===== src/hw/rtl/rrc_pkg.sv =====
// ----------------------------------------------------------------------------
// rrc_pkg
// Shared constants, codes and controller/datapath interface types for the
// rectangle raster canvas.
// ----------------------------------------------------------------------------
package rrc_pkg;

    localparam int MAX_COLS_DEF  = 256;
    localparam int MAX_ROWS_DEF  = 256;
    localparam int FRAC_BITS_DEF = 8;

    localparam int FIELD_W = 24;
    localparam int CFG_W   = 9;

    localparam logic [1:0] CMD_CLEAR = 2'd0;
    localparam logic [1:0] CMD_DRAW  = 2'd1;
    localparam logic [1:0] CMD_READ  = 2'd2;

    localparam logic [1:0] STAT_DONE    = 2'd0;
    localparam logic [1:0] STAT_REJECT  = 2'd1;
    localparam logic [1:0] STAT_REFUSED = 2'd2;

    localparam logic [7:0] SHAPE_OUTLINE = 8'h72;
    localparam logic [7:0] SHAPE_FILLED  = 8'h52;

    localparam int         REG_ADDR_W         = 4;
    localparam logic [1:0] REG_CANVAS_WIDTH   = 2'd0;
    localparam logic [1:0] REG_CANVAS_HEIGHT  = 2'd1;
    localparam logic [1:0] REG_BACKGROUND     = 2'd2;

    localparam logic [CFG_W-1:0] CANVAS_WIDTH_RST  = 9'd256;
    localparam logic [CFG_W-1:0] CANVAS_HEIGHT_RST = 9'd256;
    localparam logic [7:0]       BACKGROUND_RST    = 8'd32;

    typedef struct packed {
        logic load_in;
        logic clr_cnt;
        logic ld_bounds;
        logic sweep_en;
        logic rd_issue;
        logic rd_take;
        logic zero_value;
    } t_dp_cmd;

    typedef struct packed {
        logic [1:0] cmd;
        logic       rect_ok;
        logic       rd_in_range;
        logic       sweep_last;
    } t_dp_stat;

endpackage


===== src/hw/rtl/rrc_ctrl.sv =====
// ----------------------------------------------------------------------------
// rrc_ctrl
// Command sequencer: accepts a word, decides clear/draw/read handling, runs
// the pixel sweep and hands the result to the output register.
// ----------------------------------------------------------------------------
module rrc_ctrl (
    input  logic              i_clk,
    input  logic              i_rst_n,
    input  logic              i_valid,
    output logic              o_stall,
    output rrc_pkg::t_dp_cmd  o_cmd,
    input  rrc_pkg::t_dp_stat i_stat,
    input  logic              i_out_free,
    output logic              o_res_load,
    output logic [1:0]        o_status
);
    import rrc_pkg::*;

    localparam logic [2:0] ST_IDLE   = 3'd0;
    localparam logic [2:0] ST_CHECK  = 3'd1;
    localparam logic [2:0] ST_SWEEP  = 3'd2;
    localparam logic [2:0] ST_RDWAIT = 3'd3;
    localparam logic [2:0] ST_DONE   = 3'd4;

    logic [2:0] r_state, n_state;
    logic       r_job_failed, n_job_failed;
    logic [1:0] r_status, n_status;

    always_comb begin
        n_state      = r_state;
        n_job_failed = r_job_failed;
        n_status     = r_status;
        o_cmd        = '0;
        o_res_load   = 1'b0;
        unique case (r_state)
            ST_IDLE: begin
                if (i_valid) begin
                    o_cmd.load_in = 1'b1;
                    n_state       = ST_CHECK;
                end
            end
            ST_CHECK: begin
                o_cmd.clr_cnt    = 1'b1;
                o_cmd.ld_bounds  = 1'b1;
                o_cmd.zero_value = 1'b1;
                n_status         = STAT_DONE;
                n_state          = ST_DONE;
                unique case (i_stat.cmd)
                    CMD_CLEAR: begin
                        n_job_failed = 1'b0;
                        n_state      = ST_SWEEP;
                    end
                    CMD_DRAW: begin
                        priority if (r_job_failed) begin
                            n_status = STAT_REFUSED;
                        end else if (!i_stat.rect_ok) begin
                            n_job_failed = 1'b1;
                            n_status     = STAT_REJECT;
                        end else begin
                            n_state = ST_SWEEP;
                        end
                    end
                    CMD_READ: begin
                        priority if (r_job_failed) begin
                            n_status = STAT_REFUSED;
                        end else if (i_stat.rd_in_range) begin
                            o_cmd.rd_issue = 1'b1;
                            n_state        = ST_RDWAIT;
                        end else begin
                            n_status = STAT_DONE;
                        end
                    end
                    default: ;
                endcase
            end
            ST_SWEEP: begin
                o_cmd.sweep_en = 1'b1;
                if (i_stat.sweep_last) begin
                    n_state = ST_DONE;
                end
            end
            ST_RDWAIT: begin
                o_cmd.rd_take = 1'b1;
                n_state       = ST_DONE;
            end
            ST_DONE: begin
                if (i_out_free) begin
                    o_res_load = 1'b1;
                    n_state    = ST_IDLE;
                end
            end
            default: n_state = ST_IDLE;
        endcase
    end

    always_ff @(posedge i_clk) begin
        if (!i_rst_n) begin
            r_state      <= ST_IDLE;
            r_job_failed <= 1'b0;
            r_status     <= STAT_DONE;
        end else begin
            r_state      <= n_state;
            r_job_failed <= n_job_failed;
            r_status     <= n_status;
        end
    end

    assign o_stall  = (r_state != ST_IDLE);
    assign o_status = r_status;

endmodule


===== config.mk =====
export PLATFORM = sky130hd
export DESIGN_NAME = rrc_ctrl
export DESIGN_NICKNAME = d
export VERILOG_FILES = /design/src/hw/rtl/rrc_pkg.sv /design/src/hw/rtl/rrc_ctrl.sv
export SDC_FILE = /design/constraint.sdc
export NUM_CORES = 1
export LEC_CHECK = 0
export ABC_AREA = 1
export BUFFER_PORTS_ARGS = -buffer_cell sky130_fd_sc_hd__buf_2
export CORE_AREA = 2 2 39 41
export DETAILED_ROUTE_END_ITERATION = 16
export DIE_AREA = 0 0 41 43
export PLACE_DENSITY = 0.6
export SLEW_MARGIN = 20
export SYNTH_ARGS = -nofsm -noshare
export SYNTH_HDL_FRONTEND = slang
export SYNTH_SLANG_ARGS = --single-unit

===== constraint.sdc =====
create_clock -name i_clk -period 1.5 [get_ports i_clk]
set_clock_uncertainty 0.15 [all_clocks]
set_input_delay 0.15 -clock i_clk [delete_from_list [all_inputs] [get_ports i_clk]]
set_output_delay 0.15 -clock i_clk [all_outputs]
set_load 0.02 [all_outputs]

# Word-level counts from Yosys, hierarchy flattened
# Index checks and enable logic that the tools add are counted.
[word_totals] ff_bits=6 out_inout_bits=11 input_bits=9
[op_classes] eq_ne=9 n_mux=28 n_reduce_logical=6
[op_table] cell="3-bit two-way mux" n=7
[op_table] cell="3-bit case mux with 5 select lines" n=1
[op_table] cell="1-bit two-way mux" n=14
[op_table] cell="3-bit case mux with 3 select lines" n=1
[op_table] cell="3-bit by 2-bit == test with 1-bit output, second input constant" n=2
[op_table] cell="2-bit two-way mux" n=3
[op_table] cell="2-bit != test, second input constant" n=3
[op_table] cell="2-bit case mux with 2 select lines" n=1
[op_table] cell="3-bit by 1-bit == test with 1-bit output, second input constant" n=1
[op_table] cell="3-bit == test, second input constant" n=1
[op_table] cell="3-bit logical NOT" n=1
[op_table] cell="3-bit AND reduction" n=1
[op_table] cell="3-bit nonzero test" n=1
[op_table] cell="2-bit by 1-bit == test with 1-bit output, second input constant" n=1
[op_table] cell="2-bit == test, second input constant" n=1
[op_table] cell="2-bit logical NOT" n=1
[op_table] cell="1-bit case mux with 2 select lines" n=1
[op_table] cell="2-bit AND reduction" n=1
[op_table] cell="2-bit nonzero test" n=1

# Depth between registers and ports, before layout
[depth] word_depth=4 depth_mapped=8 mapped_depth_nobuf=8

# Least setup slack after synthesis
# OpenSTA, ideal clock, no wires.
[synth_path] path_type="register to output" start="register r_state[2]" end="output port o_res_load" path_stages_with_launch=3 path_slack_ns=0.113 arrival_ns=1.087 n_path_buf=0 cell_sequence="dfxtp_1 > inv_2 > nor4_1"
[synth_via] elab_chain_cells=2
[synth_rtl] element="start, declared" line_no="rrc_ctrl.sv:25" source="logic [2:0] r_state, n_state;"
[synth_rtl] element="start signal, assigned" line_no="rrc_ctrl.sv:102" source="r_state <= n_state;"
[synth_rtl] element="3-bit == test" line_no="rrc_ctrl.sv:35" source="unique case (r_state)"
[synth_rtl] element="1-bit two-way mux" line_no="rrc_ctrl.sv:35"
[synth_rtl] element="end, declared" line_no="rrc_ctrl.sv:14" source="output logic o_res_load,"
# No other way between the ends.

==> flow_summary.yaml <==
layout:
  sequential_cell_area_um2: 121.4
  final_common_cell: "buf_2"
  fillerInstances: 159
  diodes: 0
  final_non_filler_cell_area_um2: 615.6
  multi_input_area_um2: 301.5
  drive_above_1_share: 0.3404
  mostFrequentLayoutCells: "18 x buf_2, 15 x nand2_1, 10 x inv_1"
  design.final.nets: 110
  layout_area_overhead_pct: 27.79
  layoutNonFillerInstCount: 110
floorplan:
  dieHeight_um: 43
  core_region_area_um2: 1384
  placement_rows: 14
  fp.dieW_um: 41
  num_io_pins: 20
  die_area_um2: 1763
  initial_utilization: 0.3481
global_route:
  first_global_vias: 476
  grt_overflow_total: 0
  grt_max_degree: 9
  grt_antenna_before_repair: 0
  track_usage: 0.1456
  grt_pass1_wl_um: 1731
sta:
  slew_violations: 0
  achievable-frequency_mhz: 702.2
  final_min_period_over_clock_period: 0.9494
  rsz_0062_raised_after_global_routing: "true"
  final.setup.tns_ns: 0
  final_period_minus_worst_setup_slack_ns: 1.424
  max-slew-margin-rel: 0.8560
  report.final.hold_viol_count: 0
  report.final.setup_viol: 0
  tightestPinTransition_ns: 0.2157
power_and_ir_drop:
  p_int_uw: 424.1
  vdd_ir_drop_max_mv: 0.3900
  p_comb_frac: 0.509
  leakage_nw: 0.3497
  switching_share: 0.4527
  seq_power_share: 0.295
  switchingPower_uw: 350.9
  clkPwrFrac: 0.196
  power.density_nw_per_um2: 1259
worst_hold_path:
  hold_path.class: "input port to flip-flop"
detailed_routing:
  drt-vias-per-instance: 4.682
  vias_after_detailed_routing: 515
  drtIter0Drc: 12
  final_ant_viol_nets: 0
  detail_route.drc_violations: 0
  routed_wirelength_um: 1039
  first_pass_iters: 4
  drt-wirelength-per-cell_um: 9.445
clock_tree:
  clock-root-buffer: "clkbuf_4"
  clock_latency_ns: 0.25
  clock_tree_buffer_depth: 2
  clkTransAtPathRegs_ns: 0.05
  tritoncts: "built"
  setup_fix_buffers_added_after_clock_tree_synthesis: 0
  cts.hold.buffers_added: 0
  h-tree-depth: 1
  cts_buffers: 3
  number_of_sinks_on_the_clock_net: 6
synth:
  postSynthAreaPerCell_um2: 6.510
  synth_fp_nets: 88
  synthesis.instances: 74
  syn-cell-area_um2: 481.7
  synth-seq-area-share: 0.2494
  synthDistinctLibCells: 16
  number_of_flip_flops_and_latches_in_the_synthesized_netlist: 6
  yosysWarningCount: 0
place:
  gp_congestion: 0.7167
  port_buffers: 19
  dp_hpwl_um: 895.1
  post_dp_cell_area_um2: 581.8
  post-place-cells: 107
setup_path:
  worst-path-buf-inv: 3
  worstPathRequired_ns: 1.20
  worstPathCellList: "inv_2 > nand3_4 > inv_2 > buf_2"
  worst-path-max-fanout: 8
  timing.setup.critical_path_class: "flip-flop to output port"
  worst_path_most_repeated_cell: "inv_2"
  critPathSlowestCell: "dfxtp_1"
  critical_path.top_delay_family: "buffers and inverters"
  startpoint_class_of_the_critical_path: "flip-flop"
  cp_data_arrival_time_ns: 1.12
  end_kind: "output port"
  critical-path-max-stage-delay_ns: 0.32
status:
  run_status: "finished, final reports clean"
run:
  cap_viol_max_count: 0
==> through the flow <==
stage                     hold WS (ns)  worst slack [ns]  power (mW)    util
after floorplan                 0.1228            0.1127      0.5235       -
after global placement          0.2667            0.2419      0.6116  0.4204
after detailed placement        0.2663            0.2142      0.6135  0.4204
after CTS                     0.002615           0.02456      0.7738  0.4385
after global routing          0.009985         -0.004272      0.8451  0.4448
final                          0.01054           0.07594      0.7750  0.4448
==> registers in the layout, summed over array words and instances, names as in the netlist <==
signal        count
r_job_failed      1
o_status          2
r_state           3
==> cells in the mapped netlist <==
| master | instances | area [um^2] |
|---|---|---|
| dfxtp_1 | 6 | 120.1 |
| o211ai_1 | 1 | 7.510 |
| inv_2 | 4 | 15.01 |
| ha_1 | 5 | 62.56 |
| nor2_1 | 9 | 33.78 |
| nor2_4 | 1 | 11.26 |
| nand2_1 | 15 | 56.30 |
| buf_4 | 2 | 15.01 |
| nor2_2 | 2 | 12.51 |
| nand3_1 | 9 | 45.04 |
| o21ai_1 | 3 | 15.01 |
| a31oi_1 | 1 | 6.260 |
| a21oi_1 | 4 | 20.02 |
| nand3_4 | 1 | 17.52 |
| inv_1 | 10 | 37.54 |
| nor4_1 | 1 | 6.260 |
==> worst paths after layout <==
check,from,endpoint,slack [ns],cells after the start
hold / removal,i_rst_n,o_status[1],0.01,3
setup / recovery,r_state[2],o_cmd[5],0.08,4
hold reg to reg,o_status[1],o_status[1],0.29,2
setup reg to reg,r_state[1],r_state[2],0.28,7
==> metal layers <==
| layer | vias to the layer above | part of all wire | global-route usage | wire (um) |
|---|---|---|---|---|
| met2 | 16 | 0.53 | 0.2375 | 554 |
| met3 | 0 | 0.061 | 0.06283 | 63 |
| met1 | 225 | 0.40 | 0.1640 | 420 |
| li1 | 274 | - | - | - |
| met4 | 0 | 0 | 0.04000 | 0 |
| met5 | - | 0 | 0 | 0 |
==> timing repair <==
action | in CTS | in global routing
pin swaps | 0 | 1
resized for setup | 1 | 3
gates cloned | 0 | 0
setup endpoints to repair | 1 | 6
==> final cells by class <==
cell class              count  area share
multi-input cells          52      0.4898
well taps                  16     0.03252
clock buffers               3     0.03659
repair buffers             19      0.1585
flip-flops and latches      6      0.1972
inverters                  14     0.08537
==> cell families (layout without fill, tap and decap cells) <==
kind of cell | after synthesis | count (layout) | share of synthesized area
AOI/OAI and AO/OA | 9 | 9 | 0.1013
DFF | 6 | 6 | 0.2494
and+or+nand+nor | 38 | 38 | 0.3792
buffers and inverters | 16 | 36 | 0.1402
adders and majority gates | 5 | 5 | 0.1299
==> worst reg2reg max path, delay by kind of cell (launching register included) <==
family        cells  cell delay [ns]
simple gates      6             0.44
flops             1             0.43
buf+inv           1             0.09
==> power by group through the flow <==
| stage | Clock (mW) | Combinational, mW | Sequential [mW] |
|---|---|---|---|
| 2_1_floorplan | 0 | 0.285 | 0.238 |
| 5_1_grt | 0.167 | 0.441 | 0.237 |
| 3_3_place_gp | 0 | 0.387 | 0.225 |
| 6_report | 0.152 | 0.394 | 0.229 |
| 4_1_cts | 0.159 | 0.390 | 0.224 |
| 3_5_place_dp | 0 | 0.388 | 0.226 |
(Power assumes the default switching activity.)
